File: config.mk
export PLATFORM = sky130hd
export DESIGN_NAME = arming_watchdog_supervisor_core
export DESIGN_NICKNAME = d
export VERILOG_FILES = /design/src/rtl/aws_pkg.sv /design/src/rtl/arming_watchdog_supervisor_core.sv
export SDC_FILE = /design/constraint.sdc
export NUM_CORES = 1
export LEC_CHECK = 0
export ABC_AREA = 1
export BUFFER_PORTS_ARGS = -buffer_cell sky130_fd_sc_hd__buf_2
export CAP_MARGIN = 20
export CELL_PAD_IN_SITES_DETAIL_PLACEMENT = 1
export CELL_PAD_IN_SITES_GLOBAL_PLACEMENT = 2
export CORE_ASPECT_RATIO = 0.9
export CORE_MARGIN = 2
export CORE_UTILIZATION = 36
export CTS_BUF_LIST = sky130_fd_sc_hd__clkbuf_16
export CTS_CLUSTER_DIAMETER = 60
export DETAILED_ROUTE_END_ITERATION = 10
export MAX_ROUTING_LAYER = met4
export PLACE_DENSITY = 0.83
export SLEW_MARGIN = 10
export SYNTH_ARGS = -nofsm -noshare
export SYNTH_HDL_FRONTEND = slang
export SYNTH_SLANG_ARGS = --single-unit
File: constraint.sdc
create_clock -name i_clk -period 5.1 [get_ports i_clk]
set_clock_uncertainty 0.05 [all_clocks]
set_input_delay 0.255 -clock i_clk [delete_from_list [all_inputs] [get_ports i_clk]]
set_output_delay 0.255 -clock i_clk [all_outputs]
set_load 0.05 [all_outputs]
File: src/rtl/aws_pkg.sv
// aws_pkg: shared types and codes for the arming watchdog supervisor
// holds the one-hot state type, event, mode and reason codes and register indexes
// no dependencies
package aws_pkg;

    // configuration register width and reset timeout
    localparam int unsigned CFG_W = 32;
    localparam logic [CFG_W-1:0] TIMEOUT_RST = 32'd100;

    // register indexes
    localparam logic REG_CMD_TIMEOUT = 1'b0;
    localparam logic REG_FB_TIMEOUT  = 1'b1;

    // event kinds
    localparam logic [2:0] FN_HELLO    = 3'd0;
    localparam logic [2:0] FN_COMMAND  = 3'd1;
    localparam logic [2:0] FN_FEEDBACK = 3'd2;
    localparam logic [2:0] FN_MODE     = 3'd3;
    localparam logic [2:0] FN_EVALUATE = 3'd4;
    localparam logic [2:0] FN_INT_ERR  = 3'd5;

    // requested modes
    localparam logic [1:0] MODE_DISARM = 2'd0;
    localparam logic [1:0] MODE_ARM    = 2'd1;

    // reported state codes
    localparam logic [2:0] SC_WAIT_LINK = 3'd0;
    localparam logic [2:0] SC_DISARMED  = 3'd1;
    localparam logic [2:0] SC_SAFE      = 3'd2;
    localparam logic [2:0] SC_ACTIVE    = 3'd3;
    localparam logic [2:0] SC_FAULT     = 3'd4;

    // reason codes
    localparam logic [2:0] RSN_NONE       = 3'd0;
    localparam logic [2:0] RSN_MANUAL     = 3'd1;
    localparam logic [2:0] RSN_PROTOCOL   = 3'd2;
    localparam logic [2:0] RSN_CMD_STALE  = 3'd3;
    localparam logic [2:0] RSN_FB_STALE   = 3'd4;
    localparam logic [2:0] RSN_INT_ERROR  = 3'd5;

    // supervisor state, one-hot
    typedef enum logic [4:0] {
        ST_WAIT_LINK = 5'b00001,
        ST_DISARMED  = 5'b00010,
        ST_SAFE      = 5'b00100,
        ST_ACTIVE    = 5'b01000,
        ST_FAULT     = 5'b10000
    } t_state;

    // map the one-hot state onto its reported code
    function automatic logic [2:0] state_code(input t_state st);
        logic [2:0] code;
        case (st)
            ST_WAIT_LINK: code = SC_WAIT_LINK;
            ST_DISARMED:  code = SC_DISARMED;
            ST_SAFE:      code = SC_SAFE;
            ST_ACTIVE:    code = SC_ACTIVE;
            ST_FAULT:     code = SC_FAULT;
            default:      code = SC_WAIT_LINK;
        endcase
        return code;
    endfunction

endpackage

File: src/rtl/arming_watchdog_supervisor_core.sv
// arming_watchdog_supervisor_core: top level of the arming watchdog supervisor
// depends on aws_pkg for state type and codes
//
// Usage:
// Events arrive on the input channel (i_in_valid / o_in_stall) with a kind,
// a requested mode and a wrapping millisecond timestamp. Each event gives one
// result beat on the output channel (o_out_valid / i_out_stall) with the
// supervisor state, the reason, whether a mode request was accepted and
// whether link and both streams are fresh at the event's timestamp.
// An accepted event is held in an input register; once the output register
// is free the state update and the age checks (one subtract and compare per
// stream) run and the result lands in the output register. One event per
// cycle is taken while the receiver does not stall.
// When the receiver stalls, the output register holds its beat and the input
// register still takes one more event; o_in_stall rises only while both
// registers are full and the output is stalled.
// The two timeout registers are written through i_cfg_we / i_cfg_index /
// i_cfg_data, which the user does only while no event is in flight; the
// block has no check for it. Reset (i_rst_n low, synchronous) empties both
// registers, sets the state to wait link with no reason, drops link and
// stream flags, and loads both timeouts with 100 ms.
module arming_watchdog_supervisor_core
    import aws_pkg::*;
#(
    parameter int unsigned TIME_WIDTH = 32
) (
    input  logic                  i_clk,
    input  logic                  i_rst_n,
    // configuration port
    input  logic                  i_cfg_we,
    input  logic                  i_cfg_index,
    input  logic [CFG_W-1:0]      i_cfg_data,
    // event channel
    input  logic                  i_in_valid,
    output logic                  o_in_stall,
    input  logic [2:0]            i_func,
    input  logic [1:0]            i_requested_mode,
    input  logic [TIME_WIDTH-1:0] i_now_time,
    // result channel
    output logic                  o_out_valid,
    input  logic                  i_out_stall,
    output logic [2:0]            o_safety_state,
    output logic [2:0]            o_safety_reason,
    output logic                  o_request_accepted,
    output logic                  o_streams_fresh
);

    // compare width covers both ages and timeouts
    localparam int unsigned CW = (TIME_WIDTH > CFG_W) ? TIME_WIDTH : CFG_W;

    logic [CFG_W-1:0]      r_cmd_timeout;
    logic [CFG_W-1:0]      r_fb_timeout;

    logic                  r_in_valid;
    logic [2:0]            r_func;
    logic [1:0]            r_mode;
    logic [TIME_WIDTH-1:0] r_now;

    t_state                r_state, n_state;
    logic [2:0]            r_reason, n_reason;
    logic                  r_link_up, n_link_up;
    logic                  r_cmd_seen, n_cmd_seen;
    logic                  r_fb_seen, n_fb_seen;
    logic [TIME_WIDTH-1:0] r_last_cmd, n_last_cmd;
    logic [TIME_WIDTH-1:0] r_last_fb, n_last_fb;

    logic                  r_out_valid;
    logic [2:0]            r_out_state;
    logic [2:0]            r_out_reason;
    logic                  r_out_accepted;
    logic                  r_out_fresh;

    logic                  out_free;
    logic                  advance;
    logic                  in_take;
    logic [TIME_WIDTH-1:0] cmd_age;
    logic [TIME_WIDTH-1:0] fb_age;
    logic                  cmd_ok;
    logic                  fb_ok;
    logic                  n_accepted;

    // handshake control
    assign out_free   = !r_out_valid || !i_out_stall;
    assign advance    = r_in_valid && out_free;
    assign o_in_stall = r_in_valid && !out_free;
    assign in_take    = i_in_valid && !o_in_stall;

    // configuration registers
    always_ff @(posedge i_clk) begin
        if (!i_rst_n) begin
            r_cmd_timeout <= TIMEOUT_RST;
            r_fb_timeout  <= TIMEOUT_RST;
        end else if (i_cfg_we) begin
            case (i_cfg_index)
                REG_CMD_TIMEOUT: r_cmd_timeout <= i_cfg_data;
                REG_FB_TIMEOUT:  r_fb_timeout  <= i_cfg_data;
                default:         r_cmd_timeout <= r_cmd_timeout;
            endcase
        end
    end

    // input register
    always_ff @(posedge i_clk) begin
        if (!i_rst_n) begin
            r_in_valid <= 1'b0;
        end else if (in_take) begin
            r_in_valid <= 1'b1;
        end else if (advance) begin
            r_in_valid <= 1'b0;
        end
    end

    always_ff @(posedge i_clk) begin
        if (in_take) begin
            r_func <= i_func;
            r_mode <= i_requested_mode;
            r_now  <= i_now_time;
        end
    end

    // stream bookkeeping, taken from the event kind alone
    always_comb begin
        n_link_up  = r_link_up;
        n_cmd_seen = r_cmd_seen;
        n_fb_seen  = r_fb_seen;
        n_last_cmd = r_last_cmd;
        n_last_fb  = r_last_fb;
        case (r_func)
            FN_HELLO: begin
                n_link_up  = 1'b1;
                n_cmd_seen = 1'b0;
                n_fb_seen  = 1'b0;
                n_last_cmd = '0;
                n_last_fb  = '0;
            end
            FN_COMMAND: begin
                n_cmd_seen = 1'b1;
                n_last_cmd = r_now;
            end
            FN_FEEDBACK: begin
                n_fb_seen = 1'b1;
                n_last_fb = r_now;
            end
            default: begin
                n_link_up = r_link_up;
            end
        endcase
    end

    // stream ages by modular subtraction against the updated times
    assign cmd_age = r_now - n_last_cmd;
    assign fb_age  = r_now - n_last_fb;
    assign cmd_ok  = n_cmd_seen && (CW'(cmd_age) <= CW'(r_cmd_timeout));
    assign fb_ok   = n_fb_seen && (CW'(fb_age) <= CW'(r_fb_timeout));

    // state and reason update
    always_comb begin
        n_state    = r_state;
        n_reason   = r_reason;
        n_accepted = 1'b0;
        case (r_func)
            FN_HELLO: begin
                n_state  = ST_DISARMED;
                n_reason = RSN_NONE;
            end
            FN_MODE: begin
                if (r_mode == MODE_DISARM) begin
                    n_state    = ST_DISARMED;
                    n_reason   = RSN_MANUAL;
                    n_accepted = 1'b1;
                end else if (r_mode != MODE_ARM || !r_link_up) begin
                    n_state  = ST_SAFE;
                    n_reason = RSN_PROTOCOL;
                end else if (!cmd_ok) begin
                    n_state  = ST_SAFE;
                    n_reason = RSN_CMD_STALE;
                end else if (!fb_ok) begin
                    n_state  = ST_SAFE;
                    n_reason = RSN_FB_STALE;
                end else begin
                    n_state    = ST_ACTIVE;
                    n_reason   = RSN_NONE;
                    n_accepted = 1'b1;
                end
            end
            FN_EVALUATE: begin
                if (r_state == ST_ACTIVE) begin
                    if (!cmd_ok) begin
                        n_state  = ST_SAFE;
                        n_reason = RSN_CMD_STALE;
                    end else if (!fb_ok) begin
                        n_state  = ST_SAFE;
                        n_reason = RSN_FB_STALE;
                    end
                end
            end
            FN_INT_ERR: begin
                n_state  = ST_FAULT;
                n_reason = RSN_INT_ERROR;
            end
            default: begin
                n_state = r_state;
            end
        endcase
    end

    // supervisor state registers
    always_ff @(posedge i_clk) begin
        if (!i_rst_n) begin
            r_state    <= ST_WAIT_LINK;
            r_reason   <= RSN_NONE;
            r_link_up  <= 1'b0;
            r_cmd_seen <= 1'b0;
            r_fb_seen  <= 1'b0;
            r_last_cmd <= '0;
            r_last_fb  <= '0;
        end else if (advance) begin
            r_state    <= n_state;
            r_reason   <= n_reason;
            r_link_up  <= n_link_up;
            r_cmd_seen <= n_cmd_seen;
            r_fb_seen  <= n_fb_seen;
            r_last_cmd <= n_last_cmd;
            r_last_fb  <= n_last_fb;
        end
    end

    // result register
    always_ff @(posedge i_clk) begin
        if (!i_rst_n) begin
            r_out_valid <= 1'b0;
        end else if (advance) begin
            r_out_valid <= 1'b1;
        end else if (!i_out_stall) begin
            r_out_valid <= 1'b0;
        end
    end

    always_ff @(posedge i_clk) begin
        if (advance) begin
            r_out_state    <= state_code(n_state);
            r_out_reason   <= n_reason;
            r_out_accepted <= n_accepted;
            r_out_fresh    <= n_link_up && cmd_ok && fb_ok;
        end
    end

    assign o_out_valid        = r_out_valid;
    assign o_safety_state     = r_out_state;
    assign o_safety_reason    = r_out_reason;
    assign o_request_accepted = r_out_accepted;
    assign o_streams_fresh    = r_out_fresh;

    // an accepted request leaves the block disarmed or active
    a_accept_state: assert property (@(posedge i_clk) disable iff (!i_rst_n)
        o_out_valid && o_request_accepted |->
            (o_safety_state == SC_DISARMED || o_safety_state == SC_ACTIVE))
        else $error("accepted request with unexpected state");

    // fault is only ever reported with the internal error reason
    a_fault_reason: assert property (@(posedge i_clk) disable iff (!i_rst_n)
        o_out_valid && o_safety_state == SC_FAULT |-> o_safety_reason == RSN_INT_ERROR)
        else $error("fault without internal error reason");

    // fresh streams need a link that has come up
    a_fresh_link: assert property (@(posedge i_clk) disable iff (!i_rst_n)
        o_out_valid && o_streams_fresh |-> r_link_up)
        else $error("streams fresh without link");

    // input stalls only with both registers full and the output stalled
    a_stall_full: assert property (@(posedge i_clk) disable iff (!i_rst_n)
        o_in_stall |-> r_in_valid && r_out_valid && i_out_stall)
        else $error("input stalled with room in the pipeline");

endmodule

==> flow_summary.json, run 1 <==
{
  "slowest_stage": "edfxtp_1",
  "grt_max_degree": 92,
  "path_delay_family": "simple AND/OR/NAND/NOR gates",
  "synth_top_cell_by_area": "dfxtp_1",
  "violations": "negative setup slack",
  "ys_warn_count": 0,
  "coreArea_um2": 34200,
  "cts_buffers": 17,
  "pre_cts_slack_ns": -0.138,
  "nFillCells": 4213,
  "routed_via_density": 5.05,
  "r2r_slack_ns": -0.05,
  "cts.clk_slew.worst_paths_ns": 0.08,
  "gp_congestion": 0.900,
  "dieArea_um2": 36500,
  "initialDrtViolationCount": 541,
  "track_usage_pct": 23.1,
  "ant_nets": 0,
  "cts-root-buf": "clkbuf_16",
  "critPathCaptureType": "flop",
  "synth.avg_cell_area_um2": 7.26,
  "grt_pass1_vias": 12000,
  "max_cap_viol_count": 0,
  "ys_ff_latch": 186,
  "drv_slew": 0,
  "placedCellCount": 2287,
  "ys_seq_area_share_pct": 33.1,
  "die_y_um": 181,
  "drive_gt1_share_pct": 21.4,
  "start_util_pct": 36.8,
  "max_freq_ghz": 0.194,
  "tightest_slew_ns": 0.969,
  "grt_overflow": 0,
  "ir_drop_v": 0.000257,
  "slew_headroom_pct": 35.2,
  "numPortBuffers": 84,
  "drc": 0,
  "ys_types": 54,
  "syn_inst": 1736,
  "path_common_cell": "nand2_2",
  "slowest_delay_ns": 0.45,
  "finalHoldViolCount": 0,
  "grt_pass1_wl_um": 64300,
  "cellLeakagePower_nw": 7.27,
  "start_kind": "flop",
  "layoutNonFillerInstCount": 2386,
  "cts_tree": "built",
  "period_minus_slack_ns": 5.15,
  "crit_buf_inv": 4,
  "clk_latency_ns": 0.47,
  "num_vias": 12100,
  "post-route-period-util_pct": 101,
  "io_pins": 85,
  "synth_area_um2": 12600,
  "dr.pass1.iters": 5,
  "dieWidth_um": 201,
  "timing.final.ws_setup_ns": -0.0539,
  "wl_per_cell_um": 17.7,
  "diodes": 0,
  "antenna_found_initial": 0,
  "power_density_nw_per_um2": 298,
  "path_max_fanout": 5,
  "hp-class": "in2reg",
  "rsz0062_at_grt": "true",
  "yosys.area.top_type_share_pct": 22.4,
  "htree_levels": 4,
  "dpl.hpwl_um": 31300,
  "crit_arrival_ns": 5.33,
  "timing_worst_setup_path_type": "reg2reg",
  "synth.area.top_cells": "dfxtp_1 22%, ha_1 13%, inv_1 12%",
  "clockBufferDepth": 2,
  "required_ns": 5.28,
  "area_growth_pct": 28.4,
  "rows": 64,
  "clkSinkCount": 186,
  "report.final.setup_viol": 3,
  "synth_fp_nets": 1939,
  "nets": 2114,
  "wl_um": 42200,
  "status": "finished with violations"
}
## layout make-up
cell class	count	area [µm²]	area share (%)
multi-input combinational	1100	7780	48.1
sequential	186	4170	25.8
timing repair buffer	210	1600	9.86
inverter	396	1510	9.31
tap	462	578	3.57
clock buffer	17	425	2.63
clock inverter	15	121	0.750
## repair_timing
action,in CTS,in global routing
setup endpoints to repair,8,13
hold buffers,41,0
endpoints found under the hold margin,43,0
gates cloned,0,2
setup buffers,9,15
pin swaps,11,43
resized for setup,34,194
## logic make-up (layout without fill, tap and decap cells)
family | count (synthesis) | after routing | synth area share (%)
xor+xnor | 62 | 62 | 4.37
buf+inv | 450 | 638 | 13.4
compound gates | 522 | 522 | 22.9
simple gates | 388 | 388 | 13.3
flops | 186 | 186 | 33.1
fa+ha+maj | 128 | 128 | 12.8
## worst register-to-register path, delay by kind of cell, from the launching register on
family / cells / cell delay (ns)
AOI/OAI and AO/OA: 6 / 1.00
DFF: 1 / 0.45
xor gates and xnor gates: 1 / 0.07
adders and majority gates: 2 / 0.65
and+or+nand+nor: 22 / 2.14
buffers and inverters: 4 / 0.54
## registers in the layout (all words and copies together), names as in the netlist, 2 cells and up
register and cells:
r_func 3, r_now 32, r_last_cmd 32, r_last_fb 32, o_safety_reason 3, r_mode 2, r_fb_timeout 32, r_cmd_timeout 32
r_state 5, r_reason 3, o_safety_state 3
## synthesized netlist by cell type, drive strengths merged
| cell type | instances |
|---|---|
| a2111oi | 1 |
| a21boi | 2 |
| a21o | 2 |
| a21oi | 243 |
| a221oi | 1 |
| a311oi | 1 |
| a31oi | 9 |
| buf | 15 |
| clkbuf | 39 |
| clkinv | 1 |
| dfxtp | 141 |
| edfxtp | 45 |
| fa | 2 |
| ha | 126 |
| inv | 395 |
| nand2 | 215 |
| nand3 | 24 |
| nand3b | 3 |
| nand4 | 10 |
| nor2 | 109 |
| nor3 | 21 |
| nor4 | 4 |
| o2111ai | 2 |
| o211ai | 7 |
| o21a | 10 |
| o21ai | 173 |
| o21bai | 2 |
| o221a | 1 |
| o221ai | 2 |
| o22ai | 64 |
| o31ai | 2 |
| or2 | 2 |
| xnor2 | 22 |
| xor2 | 40 |
## power by group
part,internal [mW],switching (mW),total [mW]
Clock,0.633,0.651,1.28
Sequential,1.61,0.0544,1.66
Combinational,0.761,1.11,1.87
Total,3.00,1.81,4.82
## cells in the final DEF, fill, tap and decap left out, types with 13 or more instances in the layout
cell,instances
ha_1,95
o22ai_1,33
a21oi_2,29
xor2_1,37
edfxtp_1,45
buf_2,84
nor3_1,13
a21oi_1,208
nand3_1,15
nor2_1,97
nand2_1,177
dlygate4sd3_1,41
nand2_2,29
xnor2_1,21
clkbuf_16,19
buf_4,71
o22ai_2,24
o21ai_0,155
ha_4,21
inv_1,381
inv_2,14
dfxtp_1,141
## layer usage
metal / GRT usage, % / wire length, µm
met1: 32.4 / 21300
met2: 35.2 / 19100
met3: 3.43 / 1400
met4: 4.94 / 429
met5: - / 0
## metrics by stage
stage | utilization [%] | instance area (µm²) | total power [mW] | hold slack [ns] | TNS [ns]
after CTS | 44.0 | 15100 | 4.64 | 0.00319 | 0
final | 47.3 | 16200 | 4.82 | 0.0265 | -0.151
after detailed placement | 40.5 | 13800 | 3.27 | 0.383 | -0.426
after floorplan | - | 12600 | 2.76 | 0.304 | 0
after global placement | 40.5 | 13800 | 3.21 | 0.382 | 0
after global routing | 47.3 | 16200 | 5.14 | 0.0379 | -2.22
## final timing paths
kind	startpoint	to	depth (start not counted)
worst max-delay path	r_func[2]	o_safety_state[0]	35
worst max register to register	r_func[2]	o_safety_state[0]	35
worst min-delay path	i_cfg_data[0]	r_fb_timeout[0]	3
worst min register to register	r_fb_timeout[12]	r_fb_timeout[12]	2
(Power assumes the default switching activity.)
==> run 2, diff against run 1 <==
Settings changed: CTS_BUF_LIST sky130_fd_sc_hd__clkbuf_16 to default.
==> flow_summary.json, run 2 (synthesized netlist as in run 1, its figures left out) <==
{
  "multi_input_area_um2": 7770,
  "seq_area_um2": 4170,
  "area_growth_pct": 28.4,
  "power_density_nw_per_um2": 298,
  "dieWidth_um": 201,
  "ant_nets": 0,
  "initialDrtViolationCount": 556,
  "timing.final.ws_setup_ns": -0.0541,
  "cts-root-buf": "clkbuf_16",
  "violations": "negative setup slack",
  "slowest_stage": "edfxtp_1",
  "routed_via_density": 5.05,
  "drv_slew": 0,
  "layout_common_cells": "379 x inv_1, 208 x a21oi_1, 178 x nand2_1",
  "rows": 64,
  "max_cap_viol_count": 0,
  "grt_max_degree": 92,
  "report.final.setup_viol": 3,
  "required_ns": 5.28,
  "htree_levels": 4,
  "crit_arrival_ns": 5.33,
  "start_util_pct": 36.8,
  "cellLeakagePower_nw": 7.26,
  "rsz0062_at_grt": "true",
  "crit_buf_inv": 4,
  "finalHoldViolCount": 0,
  "timing_worst_setup_path_type": "reg2reg",
  "drive_gt1_share_pct": 21.4,
  "path_delay_family": "simple AND/OR/NAND/NOR gates",
  "clkSinkCount": 186,
  "whs_ns": 0.0268,
  "critPathCaptureType": "flop",
  "final_util_pct": 47.3,
  "period_minus_slack_ns": 5.15,
  "path_max_fanout": 5,
  "fin_tns_setup_ns": -0.151,
  "drc": 0,
  "path_common_cell": "nand2_2",
  "max_freq_ghz": 0.194,
  "clk_latency_ns": 0.47,
  "grt_pass1_wl_um": 64300,
  "nFillCells": 4213,
  "start_kind": "flop",
  "ir_drop_v": 0.000257,
  "cts_buffers": 17,
  "numPortBuffers": 84,
  "diodes": 0,
  "num_vias": 12100,
  "io_pins": 85,
  "nets": 2114,
  "clockBufferDepth": 2,
  "grt_pass1_vias": 12000,
  "gp_congestion": 0.900,
  "wl_um": 42200,
  "coreArea_um2": 34200,
  "final_common_cell": "inv_1",
  "slew_headroom_pct": 35.3,
  "tightest_slew_ns": 0.967,
  "slowest_delay_ns": 0.45,
  "die_y_um": 181,
  "post-route-period-util_pct": 101,
  "status": "finished with violations",
  "dieArea_um2": 36500,
  "cts.clk_slew.worst_paths_ns": 0.08,
  "track_usage_pct": 23.1,
  "antenna_found_initial": 0,
  "grt_overflow": 0,
  "dr.pass1.iters": 5,
  "dpl.hpwl_um": 31300,
  "cts_tree": "built",
  "wl_per_cell_um": 17.7,
  "hp-class": "in2reg",
  "power_mw": 4.82
}
-- run 2: routing by layer --
layer | GRT usage (%) | routed length [µm] | part of all wire, %
met4 | 4.94 | 426 | 1.0
met1 | 32.4 | 21300 | 50
met5 | - | 0 | 0
met2 | 35.2 | 19100 | 45
met3 | 3.43 | 1410 | 3.3
-- run 2: what timing repair did --
item,CTS,global route
gates cloned,0,2
resized for setup,34,192
endpoints found under the setup margin,8,13
setup buffers,9,15
pin swaps,11,43
hold endpoints to repair,43,0
hold buffers,41,0
-- run 2: stage by stage --
stage / std cells / area [µm²] / worst slack (ns)
finish: 2386 / 16200 / -0.0541
global route: 2386 / 16200 / -0.322
CTS: 2369 / 15100 / 0.00287
detailed placement: 2287 / 13800 / -0.138
global placement: 2287 / 13800 / 0.0106
floorplan: 1736 / 12600 / 0.605
-- run 2: cell type report --
class	count	share of cell area, %
multi-input combinational	1100	48.0
clock inverter	13	0.704
timing repair buffer	210	9.87
inverter	396	9.31
sequential	186	25.8
clock buffer	19	2.68
tap	462	3.58
-- run 2: power breakdown --
part / total [mW] / switching [mW] / internal [mW]
registers: 1.66 / 0.0544 / 1.61
logic: 1.87 / 1.11 / 0.761
clock network: 1.29 / 0.651 / 0.637
total: 4.82 / 1.81 / 3.01
-- run 2: worst min-delay path, stage by stage --
cell,delay (ns)
buf_2,0.09
o21ai_0,0.08
nor2_1,0.08
-- run 2: final timing paths --
| path | from | endpoint | slack [ns] | depth (start not counted) |
|---|---|---|---|---|
| setup / recovery | r_func[2] | o_safety_state[0] | -0.05 | 35 |
| hold / removal | i_cfg_data[0] | r_fb_timeout[0] | 0.03 | 3 |
| setup reg to reg | r_func[2] | o_safety_state[0] | -0.05 | 35 |
| hold reg to reg | r_fb_timeout[12] | r_fb_timeout[12] | 0.42 | 2 |
